### src/hdl/dptw_pkg.sv
// ============================================================================
// dptw_pkg: shared types and constants for depth pixel back-projection
// Field widths, fixed-point formats, register map and reset values.
// ============================================================================
package dptw_pkg;

   // Pixel coordinate widths.
   localparam int COLUMN_BITS = 10;
   localparam int ROW_BITS    = 10;

   localparam int DEPTH_BITS  = 16;
   localparam int COLOR_BITS  = 8;
   localparam int RECIP_BITS  = 24;
   localparam int PP_BITS     = 16;
   localparam int SUBPIX_BITS = 4;
   localparam int COEF_BITS   = 18;
   localparam int TRANS_BITS  = 20;
   localparam int COORD_BITS  = 25;
   localparam int CAM_BITS    = 41;

   // Column or row moved to Q.4 and reduced by the principal point.
   localparam int IDX_BITS = ((COLUMN_BITS > ROW_BITS) ? COLUMN_BITS : ROW_BITS) + SUBPIX_BITS;
   localparam int DU_BITS  = ((IDX_BITS > PP_BITS) ? IDX_BITS : PP_BITS) + 1;

   localparam int FOCAL_SHIFT = 12;
   localparam int DEPTH_SHIFT = 8;
   localparam int CAM_SHIFT   = 16;
   localparam int ROT_SHIFT   = 16;

   localparam int XP_BITS  = DU_BITS + RECIP_BITS + 1;
   localparam int XN_BITS  = XP_BITS - FOCAL_SHIFT;
   localparam int ZP_BITS  = DEPTH_BITS + RECIP_BITS;
   localparam int Z_BITS   = ZP_BITS - DEPTH_SHIFT;
   localparam int CP_BITS  = XN_BITS + Z_BITS + 1;
   localparam int CS_BITS  = CP_BITS - CAM_SHIFT;
   localparam int RP_BITS  = COEF_BITS + CAM_BITS;
   localparam int ACC_BITS = RP_BITS + 2;
   localparam int WS_BITS  = ACC_BITS - ROT_SHIFT + 1;

   localparam int FIFO_DEPTH    = 4;
   localparam int FIFO_PTR_BITS = 2;

   localparam int IN_FIELD_BITS  = COLUMN_BITS + ROW_BITS + DEPTH_BITS + 3 * COLOR_BITS;
   localparam int IN_DATA_BITS   = ((IN_FIELD_BITS + 7) / 8) * 8;
   localparam int OUT_FIELD_BITS = 3 * COORD_BITS + 3 * COLOR_BITS;
   localparam int OUT_DATA_BITS  = ((OUT_FIELD_BITS + 7) / 8) * 8;
   localparam int OUT_PAD_BITS   = OUT_DATA_BITS - OUT_FIELD_BITS;

   localparam int CSR_DATA_BITS  = 64;
   localparam int CSR_ADDR_BITS  = 6;
   localparam int CSR_INDEX_LSB  = 3;
   localparam int CSR_INDEX_BITS = CSR_ADDR_BITS - CSR_INDEX_LSB;

   localparam logic [RECIP_BITS-1:0]     INV_FOCAL_X_RESET     = 24'd32388;
   localparam logic [RECIP_BITS-1:0]     INV_FOCAL_Y_RESET     = 24'd32326;
   localparam logic [2*PP_BITS-1:0]      PRINCIPAL_POINT_RESET = 32'd265819224;
   localparam logic [RECIP_BITS-1:0]     INV_DEPTH_SCALE_RESET = 24'd16777;
   localparam logic [3*COEF_BITS-1:0]    ROTATION_ROW0_RESET   = 54'd65536;
   localparam logic [3*COEF_BITS-1:0]    ROTATION_ROW1_RESET   = 54'd17179869184;
   localparam logic [3*COEF_BITS-1:0]    ROTATION_ROW2_RESET   = 54'd4503599627370496;
   localparam logic [3*TRANS_BITS-1:0]   TRANSLATION_RESET     = 60'd0;

   typedef enum logic [CSR_INDEX_BITS-1:0] {
      REG_INV_FOCAL_X     = 3'd0,
      REG_INV_FOCAL_Y     = 3'd1,
      REG_PRINCIPAL_POINT = 3'd2,
      REG_INV_DEPTH_SCALE = 3'd3,
      REG_ROTATION_ROW0   = 3'd4,
      REG_ROTATION_ROW1   = 3'd5,
      REG_ROTATION_ROW2   = 3'd6,
      REG_TRANSLATION     = 3'd7
   } reg_index_type;

   typedef struct packed {
      logic [COLOR_BITS-1:0] red;
      logic [COLOR_BITS-1:0] green;
      logic [COLOR_BITS-1:0] blue;
   } color_type;

   typedef struct packed {
      logic [RECIP_BITS-1:0]                inv_focal_x;
      logic [RECIP_BITS-1:0]                inv_focal_y;
      logic [PP_BITS-1:0]                   cx;
      logic [PP_BITS-1:0]                   cy;
      logic [RECIP_BITS-1:0]                inv_depth_scale;
      logic [2:0][2:0][COEF_BITS-1:0]       rotation;
      logic [2:0][TRANS_BITS-1:0]           translation;
   } cfg_type;

   typedef struct packed {
      logic signed [DU_BITS-1:0] du;
      logic signed [DU_BITS-1:0] dv;
      logic [DEPTH_BITS-1:0]     depth;
      color_type                 color;
   } item_type;

   typedef struct packed {
      logic [COORD_BITS-1:0] world_x;
      logic [COORD_BITS-1:0] world_y;
      logic [COORD_BITS-1:0] world_z;
      color_type             color;
   } result_type;

endpackage

### src/hdl/dptw_fifo.sv
// ============================================================================
// dptw_fifo: item queue
// Short queue between the input stage and the arithmetic pipeline.
// ============================================================================
module dptw_fifo (
   input  logic                 clock,
   input  logic                 reset,
   input  logic                 push_valid,
   input  dptw_pkg::item_type   push_item,
   output logic                 full,
   output logic                 pop_valid,
   output dptw_pkg::item_type   pop_item,
   input  logic                 pop_ready
);

   dptw_pkg::item_type                      entry_ff [dptw_pkg::FIFO_DEPTH];
   logic [dptw_pkg::FIFO_PTR_BITS-1:0]      wr_ptr_ff, wr_ptr_in;
   logic [dptw_pkg::FIFO_PTR_BITS-1:0]      rd_ptr_ff, rd_ptr_in;
   logic [dptw_pkg::FIFO_PTR_BITS:0]        count_ff, count_in;
   logic                                    push, pop;

   assign full      = (count_ff == (dptw_pkg::FIFO_PTR_BITS+1)'(dptw_pkg::FIFO_DEPTH));
   assign pop_valid = (count_ff != '0);
   assign pop_item  = entry_ff[rd_ptr_ff];
   assign push      = push_valid && !full;
   assign pop       = pop_valid && pop_ready;

   always_comb begin
      wr_ptr_in = push ? wr_ptr_ff + 1'b1 : wr_ptr_ff;
      rd_ptr_in = pop ? rd_ptr_ff + 1'b1 : rd_ptr_ff;
      count_in  = count_ff;
      if (push && !pop) begin
         count_in = count_ff + 1'b1;
      end else if (pop && !push) begin
         count_in = count_ff - 1'b1;
      end
   end

   always_ff @(posedge clock) begin
      if (reset) begin
         wr_ptr_ff <= '0;
         rd_ptr_ff <= '0;
         count_ff  <= '0;
      end else begin
         wr_ptr_ff <= wr_ptr_in;
         rd_ptr_ff <= rd_ptr_in;
         count_ff  <= count_in;
      end
   end

   always_ff @(posedge clock) begin
      if (push) begin
         entry_ff[wr_ptr_ff] <= push_item;
      end
   end

endmodule

### config.mk
export PLATFORM = sky130hd
export DESIGN_NAME = dptw_fifo
export DESIGN_NICKNAME = d
export VERILOG_FILES = /design/src/hdl/dptw_pkg.sv /design/src/hdl/dptw_fifo.sv
export SDC_FILE = /design/constraint.sdc
export NUM_CORES = 1
export LEC_CHECK = 0
export BUFFER_PORTS_ARGS = -buffer_cell sky130_fd_sc_hd__buf_2
export CORE_ASPECT_RATIO = 0.5
export CORE_UTILIZATION = 40
export DETAILED_ROUTE_END_ITERATION = 16
export HOLD_SLACK_MARGIN = 0.1
export SYNTH_ARGS = -nofsm -noshare
export SYNTH_HDL_FRONTEND = slang
export SYNTH_SLANG_ARGS = --single-unit
### constraint.sdc
create_clock -name clock -period 5.5 [get_ports clock]
set_input_delay 0 -clock clock [delete_from_list [all_inputs] [get_ports clock]]
set_output_delay 0 -clock clock [all_outputs]
set_load 0.005 [all_outputs]
==> flow_metrics.env <==
export IMPL_status="complete, no violations"
export IMPL_maxCapViolations=0
export IMPL_p_leak_uw=0.00474
export IMPL_drt_total_wl_um=21000
export IMPL_syn_nets=518
export IMPL_min_to="entry_ff[3][56]"
export IMPL_rows=42
export IMPL_drive_above_1_share_pct=39.7
export IMPL_crit_required_ns=5.67
export IMPL_grt_pass1_wl_um=32500
export IMPL_pin_count=154
export IMPL_grt_pass1_vias=5731
export IMPL_use_met1_pct=20.1
export IMPL_layout_common_cells="296 x edfxtp_1, 153 x buf_2, 78 x dlygate4sd3_1, 74 x mux4_2, 29 x clkbuf_16"
export IMPL_vias=5247
export IMPL_cts_tree="built"
export IMPL_nets=769
export IMPL_crit_path_end_kind="register"
export IMPL_powerDensity_nw_per_um2=435
export IMPL_cts_setup_buffers=0
export IMPL_overflow=0
export IMPL_die_area_sq_um=28600
export IMPL_whs_ns=0.220
export IMPL_hold_violations=0
export IMPL_r2r_cells=4
export IMPL_die_x_um=238
export IMPL_finalCriticalPeriod_ns=2.58
export IMPL_area_growth_pct=25.9
export IMPL_r2r_start="count_ff[0]"
export IMPL_holdBufCountCts=78
export IMPL_synth_cells=434
export IMPL_n_antenna_cell=0
export IMPL_cts_max_level=1
export IMPL_cts_resized=0
export IMPL_layout_worst_path_cycle_share_pct=46.9
export IMPL_nFillCells=2157
export IMPL_vdd_drop_max_mv=0.218
export IMPL_ys_ff_latch=305
export IMPL_first_iter_violations=362
export IMPL_place_gp_congestion=0.720
export IMPL_synth_cell_types=21
export IMPL_cts_root_buffer="clkbuf_16"
export IMPL_coreArea_sq_um=26900
export IMPL_cts_buffer_depth=3
export IMPL_layout_commonest_cell="edfxtp_1"
export IMPL_insertion_delay_ns=0.54
export IMPL_dp_hpwl_um=11800
export IMPL_crit_arrival_ns=2.75
export IMPL_initial_core_util_pct=41.4
export IMPL_ys_seq_area_share_pct=81.4
export IMPL_wl_per_cell_um=19.4
export IMPL_drc=0
export IMPL_r2r_slack_ns=2.92
export IMPL_die_y_um=120
export IMPL_finalSetupTns_ns=0
export IMPL_ant_nets=0
export IMPL_start_kind="register"
export IMPL_port_buffers=153
export IMPL_rr_endpoint="entry_ff[0][48]"
export IMPL_antenna_found_initial=0
export IMPL_clock_sinks=305
export IMPL_grtUsageTotal_pct=15.0
export IMPL_avgSynthCellArea_sq_um=25.7
export IMPL_grt_start_max_net_pins=74
export IMPL_final_max_slew_viol_count=0
export IMPL_drt_vias_per_instance=4.86
export IMPL_fin_skew_ns=0.0125
export IMPL_yosysWarnings=0
export IMPL_crit_fanout=41
export IMPL_hold_class="in -> reg"
export IMPL_grt_met2_usage_pct=25.6
export IMPL_cts_buffers=28
export IMPL_worstSetupPathType="reg -> reg"
export IMPL_fmax_ghz=0.387
export IMPL_synth_area_sq_um=11100
export IMPL_clkSlewWorstSetupHoldPaths_ns=0.06
export IMPL_min_path_cells=2
export IMPL_firstDrtPassIters=4
export IMPL_busiest_layer="met2"
export IMPL_worst_pin_slew_ns=1.19
export IMPL_rsz0062_at_grt="false"
export IMPL_grt_use_met3_pct=2.94
export IMPL_holdCritStartpoint="push_item[56]"
export IMPL_setup_viol=0
export IMPL_maxSlewHeadroom_pct=20.3
cell families (layout without fill, tap and decap cells):
family,after synthesis,count (layout),synth area share [%]
flops,305,305,81.4
fa+ha+maj,6,6,0.741
xor+xnor,4,4,0.314
simple gates,16,16,0.820
mux,76,76,15.1
buf+inv,21,293,1.29
compound gates,6,6,0.326
critical path, cell delays in order, from the launching register on:
cell and delay (ns):
dfxtp_1 0.46, nor3b_2 0.10, nor2_1 0.36, and2_4 0.67, buf_4 0.58
area by class of cell:
type	count	area, sq um	area share (%)
sequential	305	9080	64.7
multi-input combinational	108	1940	13.8
timing repair buffer	238	1600	11.4
clock buffer	36	752	5.36
tap	374	468	3.34
clock inverter	15	175	1.25
inverter	4	15.0	0.107
state kept, by name (all words and copies together) (netlist names), named ones only:
signal,flops
count_ff,3
wr_ptr_ff,2
rd_ptr_ff,2
entry_ff,296
worst max-delay path by stage:
stage	start	slack (ns)	depth (start not counted)	endpoint
3_5_place_dp	count_ff[0]	2.88	4	entry_ff[0][57]
4_1_cts	count_ff[0]	2.87	4	entry_ff[0][54]
2_1_floorplan	count_ff[0]	2.51	3	entry_ff[0][0]
5_1_grt	count_ff[0]	2.72	4	entry_ff[2][56]
3_3_place_gp	count_ff[0]	2.95	4	entry_ff[0][53]
6_report	count_ff[0]	2.92	4	entry_ff[0][48]
Yosys cell counts:
| cell | n | area share [%] |
|---|---|---|
| and2_1 | 4 | 0.22 |
| buf_6 | 7 | 0.71 |
| or3_1 | 3 | 0.17 |
| ha_1 | 5 | 0.56 |
| xor2_1 | 4 | 0.31 |
| nor3b_2 | 1 | 0.11 |
| mux2i_1 | 2 | 0.18 |
| edfxtp_1 | 296 | 80 |
| a21oi_1 | 2 | 0.090 |
| nor2_1 | 6 | 0.20 |
| nand2b_1 | 2 | 0.11 |
| mux4_2 | 74 | 15 |
| buf_4 | 1 | 0.067 |
| clkbuf_1 | 2 | 0.067 |
| o311ai_0 | 1 | 0.079 |
| buf_2 | 7 | 0.31 |
| inv_1 | 4 | 0.13 |
| dfxtp_1 | 9 | 1.6 |
| o21ai_0 | 2 | 0.090 |
| fa_1 | 1 | 0.18 |
| o31ai_1 | 1 | 0.067 |
stage by stage:
stage	instance area, sq um	cells	setup slack [ns]	utilization, %	power (uW)
floorplan	11100	434	2.51	-	3730
detailed placement	12300	951	2.88	45.8	4200
CTS	14000	1080	2.87	52.1	6210
global route	14000	1080	2.72	52.1	6380
global placement	12300	951	2.95	45.8	4190
finish	14000	1080	2.92	52.1	6110
where the power goes:
group | switching [uW] | leakage, uW | total (uW) | internal, uW
combinational | 596 | 0.00150 | 1270 | 675
sequential | 86.1 | 0.00279 | 2880 | 2800
clock | 804 | 0.000450 | 1960 | 1150
total | 1490 | 0.00474 | 6110 | 4620
per-layer routing:
layer / up-vias / wire length, um
li1: 2357 / -
met1: 2777 / 9190
met2: 79 / 10700
met3: 34 / 696
met4: 0 / 346
met5: - / 0
Power figures use the tool's default switching activity.
