## src/hdl/dptw_pkg.sv

```systemverilog
// ============================================================================
// dptw_pkg: shared types and constants for depth pixel back-projection
// Field widths, fixed-point formats, register map and reset values.
// ============================================================================
package dptw_pkg;

   // Pixel coordinate widths.
   localparam int COLUMN_BITS = 10;
   localparam int ROW_BITS    = 10;

   localparam int DEPTH_BITS  = 16;
   localparam int COLOR_BITS  = 8;
   localparam int RECIP_BITS  = 24;
   localparam int PP_BITS     = 16;
   localparam int SUBPIX_BITS = 4;
   localparam int COEF_BITS   = 18;
   localparam int TRANS_BITS  = 20;
   localparam int COORD_BITS  = 25;
   localparam int CAM_BITS    = 41;

   // Column or row moved to Q.4 and reduced by the principal point.
   localparam int IDX_BITS = ((COLUMN_BITS > ROW_BITS) ? COLUMN_BITS : ROW_BITS) + SUBPIX_BITS;
   localparam int DU_BITS  = ((IDX_BITS > PP_BITS) ? IDX_BITS : PP_BITS) + 1;

   localparam int FOCAL_SHIFT = 12;
   localparam int DEPTH_SHIFT = 8;
   localparam int CAM_SHIFT   = 16;
   localparam int ROT_SHIFT   = 16;

   localparam int XP_BITS  = DU_BITS + RECIP_BITS + 1;
   localparam int XN_BITS  = XP_BITS - FOCAL_SHIFT;
   localparam int ZP_BITS  = DEPTH_BITS + RECIP_BITS;
   localparam int Z_BITS   = ZP_BITS - DEPTH_SHIFT;
   localparam int CP_BITS  = XN_BITS + Z_BITS + 1;
   localparam int CS_BITS  = CP_BITS - CAM_SHIFT;
   localparam int RP_BITS  = COEF_BITS + CAM_BITS;
   localparam int ACC_BITS = RP_BITS + 2;
   localparam int WS_BITS  = ACC_BITS - ROT_SHIFT + 1;

   localparam int FIFO_DEPTH    = 4;
   localparam int FIFO_PTR_BITS = 2;

   localparam int IN_FIELD_BITS  = COLUMN_BITS + ROW_BITS + DEPTH_BITS + 3 * COLOR_BITS;
   localparam int IN_DATA_BITS   = ((IN_FIELD_BITS + 7) / 8) * 8;
   localparam int OUT_FIELD_BITS = 3 * COORD_BITS + 3 * COLOR_BITS;
   localparam int OUT_DATA_BITS  = ((OUT_FIELD_BITS + 7) / 8) * 8;
   localparam int OUT_PAD_BITS   = OUT_DATA_BITS - OUT_FIELD_BITS;

   localparam int CSR_DATA_BITS  = 64;
   localparam int CSR_ADDR_BITS  = 6;
   localparam int CSR_INDEX_LSB  = 3;
   localparam int CSR_INDEX_BITS = CSR_ADDR_BITS - CSR_INDEX_LSB;

   localparam logic [RECIP_BITS-1:0]     INV_FOCAL_X_RESET     = 24'd32388;
   localparam logic [RECIP_BITS-1:0]     INV_FOCAL_Y_RESET     = 24'd32326;
   localparam logic [2*PP_BITS-1:0]      PRINCIPAL_POINT_RESET = 32'd265819224;
   localparam logic [RECIP_BITS-1:0]     INV_DEPTH_SCALE_RESET = 24'd16777;
   localparam logic [3*COEF_BITS-1:0]    ROTATION_ROW0_RESET   = 54'd65536;
   localparam logic [3*COEF_BITS-1:0]    ROTATION_ROW1_RESET   = 54'd17179869184;
   localparam logic [3*COEF_BITS-1:0]    ROTATION_ROW2_RESET   = 54'd4503599627370496;
   localparam logic [3*TRANS_BITS-1:0]   TRANSLATION_RESET     = 60'd0;

   typedef enum logic [CSR_INDEX_BITS-1:0] {
      REG_INV_FOCAL_X     = 3'd0,
      REG_INV_FOCAL_Y     = 3'd1,
      REG_PRINCIPAL_POINT = 3'd2,
      REG_INV_DEPTH_SCALE = 3'd3,
      REG_ROTATION_ROW0   = 3'd4,
      REG_ROTATION_ROW1   = 3'd5,
      REG_ROTATION_ROW2   = 3'd6,
      REG_TRANSLATION     = 3'd7
   } reg_index_type;

   typedef struct packed {
      logic [COLOR_BITS-1:0] red;
      logic [COLOR_BITS-1:0] green;
      logic [COLOR_BITS-1:0] blue;
   } color_type;

   typedef struct packed {
      logic [RECIP_BITS-1:0]                inv_focal_x;
      logic [RECIP_BITS-1:0]                inv_focal_y;
      logic [PP_BITS-1:0]                   cx;
      logic [PP_BITS-1:0]                   cy;
      logic [RECIP_BITS-1:0]                inv_depth_scale;
      logic [2:0][2:0][COEF_BITS-1:0]       rotation;
      logic [2:0][TRANS_BITS-1:0]           translation;
   } cfg_type;

   typedef struct packed {
      logic signed [DU_BITS-1:0] du;
      logic signed [DU_BITS-1:0] dv;
      logic [DEPTH_BITS-1:0]     depth;
      color_type                 color;
   } item_type;

   typedef struct packed {
      logic [COORD_BITS-1:0] world_x;
      logic [COORD_BITS-1:0] world_y;
      logic [COORD_BITS-1:0] world_z;
      color_type             color;
   } result_type;

endpackage

```

## src/hdl/dptw_front.sv

```systemverilog
// ============================================================================
// dptw_front: input stage
// Accepts pixel beats, drops pixels without depth and centers the pixel
// coordinates on the principal point before handing the item to the queue.
// ============================================================================
module dptw_front (
   input  logic                                clock,
   input  logic                                reset,
   input  dptw_pkg::cfg_type                   cfg,
   input  logic                                req_tvalid,
   output logic                                req_tready,
   input  logic [dptw_pkg::IN_DATA_BITS-1:0]   req_tdata,
   output logic                                push_valid,
   output dptw_pkg::item_type                  push_item,
   input  logic                                queue_full
);

   localparam int ROW_LSB   = dptw_pkg::COLUMN_BITS;
   localparam int DEPTH_LSB = ROW_LSB + dptw_pkg::ROW_BITS;
   localparam int COLOR_LSB = DEPTH_LSB + dptw_pkg::DEPTH_BITS;

   logic                                 front_valid_ff, front_valid_in;
   dptw_pkg::item_type                   item_ff, item_in;

   logic [dptw_pkg::COLUMN_BITS-1:0]     column;
   logic [dptw_pkg::ROW_BITS-1:0]        row_index;
   logic [dptw_pkg::DEPTH_BITS-1:0]      raw_depth;
   logic signed [dptw_pkg::DU_BITS-1:0]  u_ext, v_ext, cx_ext, cy_ext;

   assign column    = req_tdata[dptw_pkg::COLUMN_BITS-1:0];
   assign row_index = req_tdata[DEPTH_LSB-1:ROW_LSB];
   assign raw_depth = req_tdata[COLOR_LSB-1:DEPTH_LSB];

   // Pixel indexes move to Q.4 so they line up with the principal point.
   assign u_ext  = dptw_pkg::DU_BITS'({column, {dptw_pkg::SUBPIX_BITS{1'b0}}});
   assign v_ext  = dptw_pkg::DU_BITS'({row_index, {dptw_pkg::SUBPIX_BITS{1'b0}}});
   assign cx_ext = dptw_pkg::DU_BITS'(cfg.cx);
   assign cy_ext = dptw_pkg::DU_BITS'(cfg.cy);

   // The held item leaves whenever the queue has room, so a new beat can
   // be taken in the same cycle.
   assign req_tready = !front_valid_ff || !queue_full;
   assign push_valid = front_valid_ff;
   assign push_item  = item_ff;

   always_comb begin
      front_valid_in = front_valid_ff;
      item_in        = item_ff;
      if (req_tready) begin
         front_valid_in = req_tvalid && (raw_depth != '0);
         item_in.du     = u_ext - cx_ext;
         item_in.dv     = v_ext - cy_ext;
         item_in.depth  = raw_depth;
         item_in.color  = dptw_pkg::color_type'(
                             req_tdata[COLOR_LSB+3*dptw_pkg::COLOR_BITS-1:COLOR_LSB]);
      end
   end

   always_ff @(posedge clock) begin
      if (reset) begin
         front_valid_ff <= 1'b0;
      end else begin
         front_valid_ff <= front_valid_in;
      end
   end

   always_ff @(posedge clock) begin
      item_ff <= item_in;
   end

endmodule

```

## config.mk

```make
export PLATFORM = sky130hd
export DESIGN_NAME = dptw_front
export DESIGN_NICKNAME = d
export VERILOG_FILES = /design/src/hdl/dptw_pkg.sv /design/src/hdl/dptw_front.sv
export SDC_FILE = /design/constraint.sdc
export NUM_CORES = 1
export LEC_CHECK = 0
export BUFFER_PORTS_ARGS = -buffer_cell sky130_fd_sc_hd__buf_2
export CAP_MARGIN = 30
export CORE_AREA = 2 2 182 184
export CTS_BUF_LIST = sky130_fd_sc_hd__clkbuf_4 sky130_fd_sc_hd__clkbuf_8
export DETAILED_ROUTE_END_ITERATION = 7
export DIE_AREA = 0 0 184 186
export GPL_TIMING_DRIVEN = 0
export PLACE_DENSITY = 0.34
export SYNTH_ARGS = -nofsm -noshare
export SYNTH_HDL_FRONTEND = slang
export SYNTH_SLANG_ARGS = --single-unit
```

## constraint.sdc

```tcl
create_clock -name clock -period 2.18 [get_ports clock]
set_input_delay 0.109 -clock clock [delete_from_list [all_inputs] [get_ports clock]]
set_output_delay 0.109 -clock clock [all_outputs]
set_load 0.01 [all_outputs]
```

==> metrics.csv <==
stage;metric;value;unit
die;Ports;470;
die;Cell Rows;66;
clock_tree;hold_buf cts;37;
logic_synthesis;Synth top area share;0.620;
route;Avg Vias per Cell;3.33;
critical_path;WP data arrival;2160;ps
die;Die Width;184;um
logic_synthesis;Mapped Cells;272;
power_and_ir_drop;Max VDD drop;0.292;mV
placement;port bufs;171;
critical_path;Reg2Reg Capture Point;push_valid$_SDFFE_PP0P_;
clock_tree;CTS tree;yes;
timing;Final Hold Vio Count;0;
placement;Placer Congestion;0.727;
timing;Fmax;496;MHz
min_path;worst hold path class;input pin to flip-flop;
critical_path;WP data required;2320;ps
timing;final setup vio count;0;
critical_path;Reg2Reg Depth;3;
critical_path;Critical Path, Cell by Cell;dlygate4sd3_1 -> buf_2 -> inv_1 -> ha_1 -> nand2_1 -> o21a_4 -> a2111oi_4 -> mux2i_1 -> nand2_1;
route;drt wl/cell;16.5;um
timing;Slew @ Worst Pin;627;ps
power_and_ir_drop;Psw;1.13;mW
power_and_ir_drop;Switching Share;0.293;
route;DR pass1 iterations;4;
cells_and_area;register area;2240;um^2
die;Core Region;32200;um^2
global_route;vias in the first global route;3160;
critical_path;Critical-path top delay cell;dlygate4sd3_1;
timing;Fin Hold WS;19.3;ps
global_route;largest net degree at the start of global routing;40;
global_route;global-route wire length before repair;21000;um
critical_path;worst reg-to-reg setup slack;580;ps
logic_synthesis;largest cells by area after synthesis;edfxtp_1 62%, ha_1 7.7%, xnor2_1 4.2%;
critical_path;slowest stage delay, CP;530;ps
cells_and_area;# nets final;908;
critical_path;Worst path most repeated cell;nand2_1;
power_and_ir_drop;Flop pwr share;0.473;
clock_tree;Max Root-Sink Buffers;2;
route;DR iter-0 viols;106;
logic_synthesis;post-synth net total;688;
global_route;total track usage;0.0883;
timing;Slew headroom;0.581;
global_route;initial antenna violation count;2;
clock_tree;clk_lat worst skew;380;ps
clock_tree;cts bufs inserted;9;
logic_synthesis;synthesized flop and latch total;75;
cells_and_area;share of cells above drive strength 1;0.392;
timing;worst clock skew;11.7;ps
clock_tree;Gates resized, CTS repair;0;
route;Total Wirelength;15000;um
global_route;GRT overflow;0;
logic_synthesis;Yosys cell types;44;
route;post-route ant nets;0;
timing;final worst path period need;2020;ps
power_and_ir_drop;leakage;2.36;nW
critical_path;Crit Path Max Fanout;5;
logic_synthesis;post-synthesis sequential area ratio;0.625;
timing;fin worst setup slack;164;ps
route;DR vias;3032;
die;Die Height;186;um
cells_and_area;Layout Area Growth over Synthesis;55.2;%
critical_path;Setup crit end kind;flip-flop;
critical_path;FF-to-FF Start;push_valid$_SDFFE_PP0P_;
logic_synthesis;area leader, netlist;edfxtp_1;
die;Starting Density;0.111;
power_and_ir_drop;power density over the cells;695;nW/um^2
timing;Max Slew Vio Count;0;
placement;DP Worst Slack;-95.4;ps
placement;HPWL after DPL;12400;um
power_and_ir_drop;combinational power share;0.220;
power_and_ir_drop;Pint;2.73;mW
clock_tree;Setup Fix Bufs, Post-CTS;0;
die;die area;34200;um^2
critical_path;CP Class;input pin to flip-flop;
logic_synthesis;syn_area_per_cell;13.2;um^2
job;maxcap violations;0;
cells_and_area;multi-input logic area;1230;um^2
cells_and_area;fillers;3637;
logic_synthesis;synth warn;0;
clock_tree;Sinks on Clock Net;75;
power_and_ir_drop;share of power burned in the clock network;0.307;
clock_tree;clock transition at the registers of the reported paths;90;ps
route;DR DRC count;0;
timing;RSZ-0062 raised after global routing;no;
logic_synthesis;Post-Syn Area;3590;um^2
status;status;completed;
critical_path;CP startpoint;cfg[262];
critical_path;crit path capture;push_item[71]$_DFFE_PP_;
critical_path;CP startpoint kind;input pin;
clock_tree;H-tree levels;3;
timing;period utilisation layout;0.925;
power_and_ir_drop;total power draw;3.87;mW
clock_tree;root buffer cell;clkbuf_8;
==> sequential cells by signal, indices dropped and copies added, names as in the netlist <==
register and cells:
push_item 74, push_valid 1
==> worst min-delay path by stage <==
stage                        from                       to  slack, ps  cells past startpoint
finish              req_tdata[22]  push_item[26]$_DFFE_PP_         20                      1
CTS                 req_tdata[29]  push_item[33]$_DFFE_PP_          5                      1
global route        req_tdata[22]  push_item[26]$_DFFE_PP_          9                      1
floorplan                   reset  push_valid$_SDFFE_PP0P_        180                      1
detailed placement          reset  push_valid$_SDFFE_PP0P_        270                      2
global placement            reset  push_valid$_SDFFE_PP0P_        270                      2
==> cell usage after synthesis (all sizes together) <==
| master | instances |
|---|---|
| o2111ai | 1 |
| o221ai | 2 |
| nor3 | 7 |
| or3b | 1 |
| edfxtp | 74 |
| a41oi | 1 |
| nand4 | 1 |
| nor4bb | 1 |
| xor2 | 9 |
| a2bb2oi | 1 |
| clkbuf | 2 |
| a211oi | 3 |
| o21ai | 8 |
| nand4bb | 1 |
| o21a | 3 |
| nand2 | 12 |
| inv | 29 |
| xnor2 | 17 |
| ha | 22 |
| a22o | 1 |
| mux2i | 2 |
| nand4b | 1 |
| and2 | 1 |
| nand2b | 1 |
| and4b | 1 |
| dfxtp | 1 |
| a21o | 6 |
| a311oi | 1 |
| a21oi | 19 |
| or3 | 2 |
| nor4 | 4 |
| o211ai | 1 |
| nand3 | 5 |
| nor2 | 16 |
| nor3b | 1 |
| nor2b | 1 |
| a31oi | 5 |
| a21boi | 1 |
| a221oi | 2 |
| a31o | 2 |
| and3 | 2 |
| a2111oi | 1 |
==> kinds of logic (layout without fill, tap and decap cells) <==
kind of cell,Yosys count,after routing,synth area share
simple gates,58,58,0.0841
compound gates,58,58,0.112
mux,2,2,0.00558
xor+xnor,26,26,0.0635
other cells,0,5,0
flops,75,75,0.625
fa+ha+maj,22,22,0.0768
buf+inv,31,256,0.0324
==> placed cells by master (no fill, tap or decap), types with 2 or more instances in the layout <==
cell | Yosys | final
a211oi_1 | 3 | 3
a21o_1 | 6 | 6
a21oi_1 | 19 | 19
a221oi_1 | 2 | 2
a31o_2 | 2 | 2
a31oi_1 | 5 | 5
and3_1 | 2 | 2
buf_2 | 0 | 171
clkbuf_1 | 2 | 2
clkbuf_4 | 0 | 2
clkbuf_8 | 0 | 10
diode_2 | 0 | 5
dlygate4sd3_1 | 0 | 37
edfxtp_1 | 74 | 74
ha_1 | 22 | 22
inv_1 | 29 | 29
mux2i_1 | 2 | 2
nand2_1 | 12 | 11
nand3_1 | 5 | 5
nor2_1 | 15 | 15
nor3_1 | 7 | 7
nor4_1 | 4 | 4
o21a_1 | 2 | 2
o21ai_0 | 8 | 8
o221ai_1 | 2 | 2
or3_1 | 2 | 2
xnor2_1 | 17 | 17
xor2_1 | 9 | 9
==> final cells by class <==
cell class              count  share of cell area
diodes                      5             0.00225
clock inverters             4             0.00922
flip-flops and latches     75               0.403
inverters                  29              0.0196
multi-input cells         166               0.222
well taps                 408              0.0917
repair buffers            209               0.224
clock buffers              12              0.0274
plain buffers               2             0.00135
==> stage by stage <==
step                      utilization  TNS (ps)  area [um^2]  std cells
after floorplan                     -         0         3590        272
after global placement          0.154     -5810         4950        851
after detailed placement        0.155      -262         4980        852
after CTS                       0.172         0         5550        905
after global routing            0.172         0         5550        905
final                           0.173         0         5570        910
==> power groups by stage <==
stage / Combinational [mW] / Sequential [mW] / Clock, mW
floorplan: 0.314 / 1.94 / 0
global placement: 0.811 / 1.87 / 0
detailed placement: 0.811 / 1.86 / 0
CTS: 0.868 / 1.84 / 1.25
global route: 0.940 / 1.85 / 1.29
finish: 0.852 / 1.83 / 1.19
==> worst max-delay path: cells and delay by family <==
kind / cells / cell delay (ps)
adders and majority gates: 1 / 210
muxes: 1 / 240
and+or+nand+nor: 2 / 140
AOI/OAI and AO/OA: 2 / 700
buffers and inverters: 3 / 760
==> routing by layer <==
layer / global-route usage / share of wire / vias to the layer above
li1: - / - / 1467
met1: 0.138 / 0.55 / 1430
met2: 0.104 / 0.36 / 121
met3: 0.0303 / 0.075 / 14
met4: 0.0346 / 0.017 / 0
met5: 0 / 0 / -
Note: power is estimated with default switching activity, not from simulation.
