## src/hdl/dptw_pkg.sv

```systemverilog
// ============================================================================
// dptw_pkg: shared types and constants for depth pixel back-projection
// Field widths, fixed-point formats, register map and reset values.
// ============================================================================
package dptw_pkg;

   // Pixel coordinate widths.
   localparam int COLUMN_BITS = 10;
   localparam int ROW_BITS    = 10;

   localparam int DEPTH_BITS  = 16;
   localparam int COLOR_BITS  = 8;
   localparam int RECIP_BITS  = 24;
   localparam int PP_BITS     = 16;
   localparam int SUBPIX_BITS = 4;
   localparam int COEF_BITS   = 18;
   localparam int TRANS_BITS  = 20;
   localparam int COORD_BITS  = 25;
   localparam int CAM_BITS    = 41;

   // Column or row moved to Q.4 and reduced by the principal point.
   localparam int IDX_BITS = ((COLUMN_BITS > ROW_BITS) ? COLUMN_BITS : ROW_BITS) + SUBPIX_BITS;
   localparam int DU_BITS  = ((IDX_BITS > PP_BITS) ? IDX_BITS : PP_BITS) + 1;

   localparam int FOCAL_SHIFT = 12;
   localparam int DEPTH_SHIFT = 8;
   localparam int CAM_SHIFT   = 16;
   localparam int ROT_SHIFT   = 16;

   localparam int XP_BITS  = DU_BITS + RECIP_BITS + 1;
   localparam int XN_BITS  = XP_BITS - FOCAL_SHIFT;
   localparam int ZP_BITS  = DEPTH_BITS + RECIP_BITS;
   localparam int Z_BITS   = ZP_BITS - DEPTH_SHIFT;
   localparam int CP_BITS  = XN_BITS + Z_BITS + 1;
   localparam int CS_BITS  = CP_BITS - CAM_SHIFT;
   localparam int RP_BITS  = COEF_BITS + CAM_BITS;
   localparam int ACC_BITS = RP_BITS + 2;
   localparam int WS_BITS  = ACC_BITS - ROT_SHIFT + 1;

   localparam int FIFO_DEPTH    = 4;
   localparam int FIFO_PTR_BITS = 2;

   localparam int IN_FIELD_BITS  = COLUMN_BITS + ROW_BITS + DEPTH_BITS + 3 * COLOR_BITS;
   localparam int IN_DATA_BITS   = ((IN_FIELD_BITS + 7) / 8) * 8;
   localparam int OUT_FIELD_BITS = 3 * COORD_BITS + 3 * COLOR_BITS;
   localparam int OUT_DATA_BITS  = ((OUT_FIELD_BITS + 7) / 8) * 8;
   localparam int OUT_PAD_BITS   = OUT_DATA_BITS - OUT_FIELD_BITS;

   localparam int CSR_DATA_BITS  = 64;
   localparam int CSR_ADDR_BITS  = 6;
   localparam int CSR_INDEX_LSB  = 3;
   localparam int CSR_INDEX_BITS = CSR_ADDR_BITS - CSR_INDEX_LSB;

   localparam logic [RECIP_BITS-1:0]     INV_FOCAL_X_RESET     = 24'd32388;
   localparam logic [RECIP_BITS-1:0]     INV_FOCAL_Y_RESET     = 24'd32326;
   localparam logic [2*PP_BITS-1:0]      PRINCIPAL_POINT_RESET = 32'd265819224;
   localparam logic [RECIP_BITS-1:0]     INV_DEPTH_SCALE_RESET = 24'd16777;
   localparam logic [3*COEF_BITS-1:0]    ROTATION_ROW0_RESET   = 54'd65536;
   localparam logic [3*COEF_BITS-1:0]    ROTATION_ROW1_RESET   = 54'd17179869184;
   localparam logic [3*COEF_BITS-1:0]    ROTATION_ROW2_RESET   = 54'd4503599627370496;
   localparam logic [3*TRANS_BITS-1:0]   TRANSLATION_RESET     = 60'd0;

   typedef enum logic [CSR_INDEX_BITS-1:0] {
      REG_INV_FOCAL_X     = 3'd0,
      REG_INV_FOCAL_Y     = 3'd1,
      REG_PRINCIPAL_POINT = 3'd2,
      REG_INV_DEPTH_SCALE = 3'd3,
      REG_ROTATION_ROW0   = 3'd4,
      REG_ROTATION_ROW1   = 3'd5,
      REG_ROTATION_ROW2   = 3'd6,
      REG_TRANSLATION     = 3'd7
   } reg_index_type;

   typedef struct packed {
      logic [COLOR_BITS-1:0] red;
      logic [COLOR_BITS-1:0] green;
      logic [COLOR_BITS-1:0] blue;
   } color_type;

   typedef struct packed {
      logic [RECIP_BITS-1:0]                inv_focal_x;
      logic [RECIP_BITS-1:0]                inv_focal_y;
      logic [PP_BITS-1:0]                   cx;
      logic [PP_BITS-1:0]                   cy;
      logic [RECIP_BITS-1:0]                inv_depth_scale;
      logic [2:0][2:0][COEF_BITS-1:0]       rotation;
      logic [2:0][TRANS_BITS-1:0]           translation;
   } cfg_type;

   typedef struct packed {
      logic signed [DU_BITS-1:0] du;
      logic signed [DU_BITS-1:0] dv;
      logic [DEPTH_BITS-1:0]     depth;
      color_type                 color;
   } item_type;

   typedef struct packed {
      logic [COORD_BITS-1:0] world_x;
      logic [COORD_BITS-1:0] world_y;
      logic [COORD_BITS-1:0] world_z;
      color_type             color;
   } result_type;

endpackage

```

## src/hdl/dptw_csr.sv

```systemverilog
// ============================================================================
// dptw_csr: configuration register file
// Holds the camera intrinsics, depth scale, rotation and translation.
// ============================================================================
module dptw_csr (
   input  logic                                   clock,
   input  logic                                   reset,
   input  logic                                   csr_psel,
   input  logic                                   csr_penable,
   input  logic                                   csr_pwrite,
   input  logic [dptw_pkg::CSR_ADDR_BITS-1:0]     csr_paddr,
   input  logic [dptw_pkg::CSR_DATA_BITS-1:0]     csr_pwdata,
   output logic [dptw_pkg::CSR_DATA_BITS-1:0]     csr_prdata,
   output logic                                   csr_pready,
   output dptw_pkg::cfg_type                      cfg
);

   logic [dptw_pkg::RECIP_BITS-1:0]     inv_focal_x_ff, inv_focal_x_in;
   logic [dptw_pkg::RECIP_BITS-1:0]     inv_focal_y_ff, inv_focal_y_in;
   logic [2*dptw_pkg::PP_BITS-1:0]      principal_point_ff, principal_point_in;
   logic [dptw_pkg::RECIP_BITS-1:0]     inv_depth_scale_ff, inv_depth_scale_in;
   logic [3*dptw_pkg::COEF_BITS-1:0]    rotation_row0_ff, rotation_row0_in;
   logic [3*dptw_pkg::COEF_BITS-1:0]    rotation_row1_ff, rotation_row1_in;
   logic [3*dptw_pkg::COEF_BITS-1:0]    rotation_row2_ff, rotation_row2_in;
   logic [3*dptw_pkg::TRANS_BITS-1:0]   translation_ff, translation_in;

   logic                                write_en;
   dptw_pkg::reg_index_type             index;

   assign csr_pready = 1'b1;
   assign write_en   = csr_psel && csr_penable && csr_pwrite && csr_pready;
   assign index      = dptw_pkg::reg_index_type'(
                          csr_paddr[dptw_pkg::CSR_ADDR_BITS-1:dptw_pkg::CSR_INDEX_LSB]);

   always_comb begin
      inv_focal_x_in     = inv_focal_x_ff;
      inv_focal_y_in     = inv_focal_y_ff;
      principal_point_in = principal_point_ff;
      inv_depth_scale_in = inv_depth_scale_ff;
      rotation_row0_in   = rotation_row0_ff;
      rotation_row1_in   = rotation_row1_ff;
      rotation_row2_in   = rotation_row2_ff;
      translation_in     = translation_ff;
      if (write_en) begin
         case (index)
            dptw_pkg::REG_INV_FOCAL_X: begin
               inv_focal_x_in = csr_pwdata[dptw_pkg::RECIP_BITS-1:0];
            end
            dptw_pkg::REG_INV_FOCAL_Y: begin
               inv_focal_y_in = csr_pwdata[dptw_pkg::RECIP_BITS-1:0];
            end
            dptw_pkg::REG_PRINCIPAL_POINT: begin
               principal_point_in = csr_pwdata[2*dptw_pkg::PP_BITS-1:0];
            end
            dptw_pkg::REG_INV_DEPTH_SCALE: begin
               inv_depth_scale_in = csr_pwdata[dptw_pkg::RECIP_BITS-1:0];
            end
            dptw_pkg::REG_ROTATION_ROW0: begin
               rotation_row0_in = csr_pwdata[3*dptw_pkg::COEF_BITS-1:0];
            end
            dptw_pkg::REG_ROTATION_ROW1: begin
               rotation_row1_in = csr_pwdata[3*dptw_pkg::COEF_BITS-1:0];
            end
            dptw_pkg::REG_ROTATION_ROW2: begin
               rotation_row2_in = csr_pwdata[3*dptw_pkg::COEF_BITS-1:0];
            end
            dptw_pkg::REG_TRANSLATION: begin
               translation_in = csr_pwdata[3*dptw_pkg::TRANS_BITS-1:0];
            end
            default: begin
            end
         endcase
      end
   end

   always_ff @(posedge clock) begin
      if (reset) begin
         inv_focal_x_ff     <= dptw_pkg::INV_FOCAL_X_RESET;
         inv_focal_y_ff     <= dptw_pkg::INV_FOCAL_Y_RESET;
         principal_point_ff <= dptw_pkg::PRINCIPAL_POINT_RESET;
         inv_depth_scale_ff <= dptw_pkg::INV_DEPTH_SCALE_RESET;
         rotation_row0_ff   <= dptw_pkg::ROTATION_ROW0_RESET;
         rotation_row1_ff   <= dptw_pkg::ROTATION_ROW1_RESET;
         rotation_row2_ff   <= dptw_pkg::ROTATION_ROW2_RESET;
         translation_ff     <= dptw_pkg::TRANSLATION_RESET;
      end else begin
         inv_focal_x_ff     <= inv_focal_x_in;
         inv_focal_y_ff     <= inv_focal_y_in;
         principal_point_ff <= principal_point_in;
         inv_depth_scale_ff <= inv_depth_scale_in;
         rotation_row0_ff   <= rotation_row0_in;
         rotation_row1_ff   <= rotation_row1_in;
         rotation_row2_ff   <= rotation_row2_in;
         translation_ff     <= translation_in;
      end
   end

   always_comb begin
      case (index)
         dptw_pkg::REG_INV_FOCAL_X: begin
            csr_prdata = dptw_pkg::CSR_DATA_BITS'(inv_focal_x_ff);
         end
         dptw_pkg::REG_INV_FOCAL_Y: begin
            csr_prdata = dptw_pkg::CSR_DATA_BITS'(inv_focal_y_ff);
         end
         dptw_pkg::REG_PRINCIPAL_POINT: begin
            csr_prdata = dptw_pkg::CSR_DATA_BITS'(principal_point_ff);
         end
         dptw_pkg::REG_INV_DEPTH_SCALE: begin
            csr_prdata = dptw_pkg::CSR_DATA_BITS'(inv_depth_scale_ff);
         end
         dptw_pkg::REG_ROTATION_ROW0: begin
            csr_prdata = dptw_pkg::CSR_DATA_BITS'(rotation_row0_ff);
         end
         dptw_pkg::REG_ROTATION_ROW1: begin
            csr_prdata = dptw_pkg::CSR_DATA_BITS'(rotation_row1_ff);
         end
         dptw_pkg::REG_ROTATION_ROW2: begin
            csr_prdata = dptw_pkg::CSR_DATA_BITS'(rotation_row2_ff);
         end
         dptw_pkg::REG_TRANSLATION: begin
            csr_prdata = dptw_pkg::CSR_DATA_BITS'(translation_ff);
         end
         default: begin
            csr_prdata = '0;
         end
      endcase
   end

   always_comb begin
      cfg.inv_focal_x     = inv_focal_x_ff;
      cfg.inv_focal_y     = inv_focal_y_ff;
      cfg.cx              = principal_point_ff[dptw_pkg::PP_BITS-1:0];
      cfg.cy              = principal_point_ff[2*dptw_pkg::PP_BITS-1:dptw_pkg::PP_BITS];
      cfg.inv_depth_scale = inv_depth_scale_ff;
      cfg.rotation[0]     = rotation_row0_ff;
      cfg.rotation[1]     = rotation_row1_ff;
      cfg.rotation[2]     = rotation_row2_ff;
      cfg.translation     = translation_ff;
   end

endmodule

```

## config.mk

```make
export PLATFORM = sky130hd
export DESIGN_NAME = dptw_csr
export DESIGN_NICKNAME = d
export VERILOG_FILES = /design/src/hdl/dptw_pkg.sv /design/src/hdl/dptw_csr.sv
export SDC_FILE = /design/constraint.sdc
export NUM_CORES = 1
export LEC_CHECK = 0
export ABC_AREA = 1
export ABC_CLOCK_PERIOD_IN_PS = 1200
export BUFFER_PORTS_ARGS = -buffer_cell sky130_fd_sc_hd__buf_2
export CORE_MARGIN = 2
export CORE_UTILIZATION = 40
export CTS_CLUSTER_DIAMETER = 50
export CTS_CLUSTER_SIZE = 25
export DETAILED_ROUTE_END_ITERATION = 7
export GPL_ROUTABILITY_DRIVEN = 0
export PLACE_DENSITY_LB_ADDON = 0.2
export SYNTH_ARGS = -nofsm -noshare
export SYNTH_HDL_FRONTEND = slang
export SYNTH_SLANG_ARGS = --single-unit
export TNS_END_PERCENT = 1
```

## constraint.sdc

```tcl
create_clock -name clock -period 1.2 [get_ports clock]
set_input_delay 0.06 -clock clock [delete_from_list [all_inputs] [get_ports clock]]
set_output_delay 0.06 -clock clock [all_outputs]
set_load 0.01 [all_outputs]
```

==> impl_metrics.ini, run 1 <==
[status]
status = finished with violations
violations = setup timing

[layout]
postLayoutCellArea_um2 = 19610
final_nets = 2632
final_core_util = 0.5648
drive_gt1_frac = 0.2888
syn_to_final_growth_pct = 38.15
n_fill_cell = 3275
final_cells = 3039

[clocking]
clock-root-buffer = clkbuf_16
clk_pin_slew_worst_paths_ps = 70
cts_buffer_depth = 3
clk_latency_ps = 530
cts_sinks = 326
h-tree-depth = 2
cts_tree = done
cts_buffers = 37

[floorplan]
initial_utilization = 0.4088
core_um2 = 34710
dieArea_um2 = 37000
row_count = 68
ios = 466
fp.dieH_um = 192.4
die_w_um = 192.4

[yosys]
synth_cells = 2083
synth_edf_count = 0
netlist_area_um2 = 14190
async_flop_share = 0
ys_seq_elements = 326
ys_dominant_reg_cell = dfxtp_1
synth.avg_cell_area_um2 = 6.813
ys_seq_area_frac = 0.4598
synth.yosys.warnings = 0
synth_cell_types = 20

[critical_path]
timing.rr.start = rotation_row1_ff[7]$_SDFFE_PP0P_
r2r_cells = 3
endpoint_kind = output pin
r2r_slack_ps = 400
crit_arrival_ps = 1450
cp_max_fo = 3
start_kind = flip-flop
required_ps = 1140
worst-setup-path-type = flip-flop to output pin
r2r-end = rotation_row1_ff[7]$_SDFFE_PP0P_

[pwr]
power_frac_comb = 0.084
power_frac_seq = 0.445
switching_share = 0.2553
leakage_nw = 9.856
power.internal_mw = 18.55
pwr-share-clk = 0.471
power.density_nw_per_um2 = 1271
p_sw_mw = 6.361
vdd_ir_drop_max_uv = 914.6

[route]
vias_per_cell = 5.399
drc = 0
routed_wl_um = 59710
drt_pre_antenna_iters = 5
dr.first_iter.drc_count = 1173
avgRoutedWirePerCell_um = 19.65
routed-via-count = 16410
ant_nets = 0

[sta]
period_needed_ps = 1509
fmax_mhz = 662.8
fin_ws_ps = -308.7
period_share = 1.257
finClkSkew_ps = 0
finalMaxSlewViolations = 0
final_hold_viol_count = 0
whs_ps = 243.4
rsz0062_at_grt = yes
setup_viol = 56

[global_route]
grt_usage = 0.3076
grt_pass1_vias = 14910
antenna_found_initial = 1
grt_overflow = 0
grt_start_max_net_pins = 64
grt_pass1_wl_um = 87840

[placement]
dp_cells = 2906
pre_cts_ws_ps = -208.9
hpwlAfterDp_um = 41840
portBuffers = 453
placed_area_um2 = 17440

[hold_path]
worstHoldEndpoint = translation_ff[11]$_SDFFE_PP0P_
whs_path_depth = 6
min_path_type = primary input to flip-flop
hp-start = csr_paddr[4]

[job]
max-cap-violations = 0
[how the worst max path moves through the flow]
| stage | start | to | slack [ps] | cells after the start |
|---|---|---|---|---|
| CTS | principal_point_ff[10]$_SDFFE_PP1P_ | csr_prdata[10] | -310 | 5 |
| finish | inv_focal_y_ff[5]$_SDFFE_PP0P_ | csr_prdata[5] | -310 | 5 |
| detailed placement | csr_paddr[4] | rotation_row1_ff[32]$_SDFFE_PP0P_ | -210 | 7 |
| floorplan | csr_pwrite | inv_focal_x_ff[1]$_SDFFE_PP0P_ | 100 | 7 |
| global route | principal_point_ff[1]$_SDFFE_PP0P_ | csr_prdata[1] | -360 | 5 |
| global placement | csr_paddr[4] | rotation_row1_ff[2]$_SDFFE_PP0P_ | -190 | 7 |
[cell type report]
class	count	area, µm²	area share
Antenna cell	1	2.502	0.0001276
Timing Repair Buffer	619	4156	0.2120
Multi-Input combinational cell	1515	6794	0.3465
Clock buffer	45	1018	0.05195
Inverter	58	226.5	0.01155
Sequential cell	326	6594	0.3363
Clock inverter	20	245.2	0.01251
Tap cell	455	569.3	0.02904
[metal layers]
layer,wire [µm],global-route usage,vias to the layer above,share of wire
li1,-,-,7742,-
met1,23930,0.3970,7674,0.40
met2,27030,0.4888,846,0.45
met3,5932,0.06965,146,0.099
met4,2817,0.1412,0,0.047
met5,0,0,-,0
[cells by family after synthesis]
logic type,Yosys count,share of synthesized area
AOI/OAI and AO/OA,289,0.1019
buffers and inverters,245,0.07441
DFF,326,0.4598
other,2,0.0005292
and+or+nand+nor,1221,0.3633
[power groups by stage]
| stage | Combinational, mW | Sequential (mW) | Clock, mW |
|---|---|---|---|
| after floorplan | 0.864 | 11.4 | 0 |
| after global placement | 1.87 | 11.3 | 0 |
| after detailed placement | 1.88 | 11.3 | 0 |
| after CTS | 2.06 | 11.1 | 11.8 |
| after global routing | 2.24 | 11.1 | 12.3 |
| final | 2.10 | 11.1 | 11.7 |
[through the flow]
stage          power, mW  setup TNS [ps]
3_3_place_gp       13.19          -33470
4_1_cts            24.98          -10240
2_1_floorplan      12.22               0
3_5_place_dp       13.20          -38580
5_1_grt            25.61          -13330
6_report           24.92           -9881
[cell usage after synthesis, types with 2 or more instances]
library cell	n	area (µm²)
clkbuf_1	85	319.1
buf_4	9	67.56
nor2_2	6	37.54
nand2_1	315	1182
clkbuf_2	20	100.1
buf_1	11	41.29
nor2_1	621	2331
nor3_1	53	265.3
conb_1	2	7.510
buf_2	62	310.3
dfxtp_1	326	6526
nand4_1	129	807.0
o21ai_1	34	170.2
nor2_4	4	45.04
o21ai_0	255	1276
nand3_2	2	20.02
inv_1	49	183.9
inv_2	9	33.78
nand3_1	90	450.4
[registers in the layout (all words and copies together) (netlist names)]
register / count
translation_ff: 60
rotation_row0_ff: 54
rotation_row1_ff: 54
rotation_row2_ff: 54
principal_point_ff: 32
inv_depth_scale_ff: 24
inv_focal_x_ff: 24
inv_focal_y_ff: 24
[critical path, stage by stage, from the launching register on]
cell	delay (ps)
dfxtp_1	330
nand4_1	100
nand2_1	100
nor2_2	120
nand3_1	110
buf_2	160
[layout by cell type (no fill, tap or decap), types with 13 or more instances in the layout]
cell           count
nor2_1           586
buf_2            448
dfxtp_2           54
nor2_4            13
nand2_1          304
inv_1             45
dfxtp_1          272
nand4_1          129
dlygate4sd3_1     61
o21ai_1           34
nand3_1           89
nor2_2            32
buf_12            37
nor3_1            53
o21ai_0          255
clkbuf_16         39
buf_4             68
[timing repair]
action / CTS / global route
gates resized for setup: 66 / 53
endpoints found under the hold margin: 321 / 0
pin swaps: 25 / 30
endpoints found under the setup margin: 60 / 65
hold buffers: 61 / 0
setup buffers: 4 / 2
Power figures use the tool's default switching activity.
==> run 2: changes to the inputs <==
--- a/config.mk
+++ b/config.mk
@@ -8,8 +8,11 @@
 export ABC_AREA = 1
 export ABC_CLOCK_PERIOD_IN_PS = 1200
 export BUFFER_PORTS_ARGS = -buffer_cell sky130_fd_sc_hd__buf_2
+export CELL_PAD_IN_SITES_DETAIL_PLACEMENT = 1
+export CELL_PAD_IN_SITES_GLOBAL_PLACEMENT = 1
+export CORE_ASPECT_RATIO = 1.5
 export CORE_MARGIN = 2
-export CORE_UTILIZATION = 40
+export CORE_UTILIZATION = 35
 export CTS_CLUSTER_DIAMETER = 50
 export CTS_CLUSTER_SIZE = 25
 export DETAILED_ROUTE_END_ITERATION = 7
==> run 2 against run 1 <==
  * Non-clock buffer count unchanged
  * Sequential cell count unchanged
  * Highest routed layer unchanged
  * Sequential share of layout area decreased by 0.20 points
  * Largest cell class unchanged
  * Combinational power increased by 8%
  * Global-route usage increased by 0.49 points
  * Wire length increased by 14%
  * The run still ends with setup timing left
  * Utilization decreased by 6.3 points
  * Count of clock-buffer cells in the layout decreased by 4
==> impl_metrics.ini, run 2 (synthesized netlist as in run 1, its figures left out) <==
[pwr]
switching_share = 0.2623
power_frac_seq = 0.435
power_frac_comb = 0.089
power.density_nw_per_um2 = 1267
pwr-share-clk = 0.476
vdd_ir_drop_max_uv = 914.1
p_sw_mw = 6.683
leakage_nw = 10.03
power.internal_mw = 18.80

[layout]
syn_to_final_growth_pct = 41.70
final_cell_mix = nor2_1 (589), buf_2 (440), nand2_1 (293), o21ai_0 (255), dfxtp_1 (175)
drive_gt1_frac = 0.3357
largest_reg_flops = 60
n_fill_cell = 5102
final_nets = 2630
final_core_util = 0.5017
mostFrequentLayoutCell = nor2_1
regMostFlops = translation_ff

[sta]
period_needed_ps = 1528
finClkSkew_ps = 0
final_hold_viol_count = 0
max-slew-margin-rel = 0.5867
setup_viol = 54
finalMaxSlewViolations = 0
tightestPinTransition_ps = 620.0
fmax_mhz = 654.4
whs_ps = 92.71
fin_ws_ps = -328.0
period_share = 1.273
rsz0062_at_grt = yes

[clocking]
clk_pin_slew_worst_paths_ps = 70
h-tree-depth = 2
clk_latency_ps = 540
cts_buffer_depth = 3
cts_sinks = 326
cts_buffers = 35
clock-root-buffer = clkbuf_16
cts_tree = done

[global_route]
grt_start_max_net_pins = 55
grt_pass1_wl_um = 102400
grt_overflow = 0
grt_pass1_vias = 16890
antenna_found_initial = 2
grt_usage = 0.3125

[floorplan]
die_w_um = 168.4
dieArea_um2 = 42210
initial_utilization = 0.3540
row_count = 90
ios = 466
fp.dieH_um = 250.6
core_um2 = 40090

[critical_path]
endpoint_kind = output pin
start_kind = flip-flop
crit_arrival_ps = 1470
r2r_slack_ps = 350
worst-setup-path-type = flip-flop to output pin
cp_max_fo = 3
required_ps = 1140

[route]
routed_wl_um = 68140
dr.first_iter.drc_count = 982
avgRoutedWirePerCell_um = 22.06
drt_pre_antenna_iters = 5
ant_nets = 0
vias_per_cell = 5.391
drc = 0
routed-via-count = 16650

[status]
status = finished with violations
violations = setup timing

[placement]
portBuffers = 453
hpwlAfterDp_um = 47230

[job]
max-cap-violations = 0

[hold_path]
min_path_type = primary input to flip-flop
run 2: cell types whose count changed in the layout (fill, tap and decap cells not counted), moves of 6 or more:
cell     before  now
nand2_1     304  293
buf_12       37   50
buf_6         4   13
nor2_2       32   26
nand3_2       2   11
inv_2        11   17
buf_2       448  440
nand2_2      11   21
buf_4        68   55
dfxtp_2      54  148
inv_1        45   38
nand3_1      89   80
dfxtp_1     272  175
run 2: cell type report:
| cell class | count | area [µm²] | area share |
|---|---|---|---|
| Multi-Input combinational cell | 1515 | 6879 | 0.3421 |
| Sequential cell | 326 | 6723 | 0.3343 |
| Timing Repair Buffer | 619 | 4373 | 0.2174 |
| Clock buffer | 41 | 960.9 | 0.04778 |
| Tap cell | 506 | 633.1 | 0.03148 |
| Clock inverter | 21 | 306.5 | 0.01524 |
| Inverter | 58 | 230.2 | 0.01145 |
| Antenna cell | 2 | 5.005 | 0.0002489 |
run 2: worst paths after layout:
check,start,end,cells after the start
setup / recovery,principal_point_ff[4]$_SDFFE_PP1P_,csr_prdata[4],5
setup reg to reg,principal_point_ff[13]$_SDFFE_PP0P_,principal_point_ff[13]$_SDFFE_PP0P_,3
hold reg to reg,principal_point_ff[12]$_SDFFE_PP1P_,principal_point_ff[12]$_SDFFE_PP1P_,2
hold / removal,csr_penable,rotation_row2_ff[0]$_SDFFE_PP0P_,5
run 2: timing repair:
action | in CTS | in global routing
pin swaps | 45 | 38
hold buffers | 61 | 0
endpoints found under the hold margin | 321 | 0
resized for setup | 176 | 83
setup buffers | 2 | 1
setup endpoints to repair | 69 | 72
run 2: metrics by stage:
stage / cell area [µm²] / std cells / power, mW / setup slack [ps] / TNS [ps]
final: 20110 / 3088 / 25.48 / -328.0 / -9177
after global routing: 20110 / 3088 / 26.18 / -366.2 / -12480
after CTS: 19910 / 3085 / 25.57 / -339.9 / -10130
after detailed placement: 17690 / 2960 / 13.33 / -216.1 / -42100
after global placement: 17690 / 2960 / 13.30 / -175.6 / -30710
after floorplan: 14200 / 2086 / 12.22 / 102.1 / 0
run 2: layer usage:
metal,global-route usage,wire length (µm)
met5,0,0
met4,0.1579,3351
met3,0.05625,4055
met2,0.5537,34270
met1,0.3584,26460
run 2: critical path, stage by stage, from the launching register on:
cell and delay [ps]:
dfxtp_2 330, nand4_1 100, nand2_2 130, nor2_4 160
nand3_2 90, buf_6 130
run 2: power by group through the flow:
stage	combinational (mW)	sequential [mW]	clock (mW)
6_report	2.26	11.1	12.1
5_1_grt	2.39	11.1	12.7
4_1_cts	2.21	11.1	12.3
3_5_place_dp	2.00	11.3	0
3_3_place_gp	1.97	11.3	0
2_1_floorplan	0.864	11.4	0
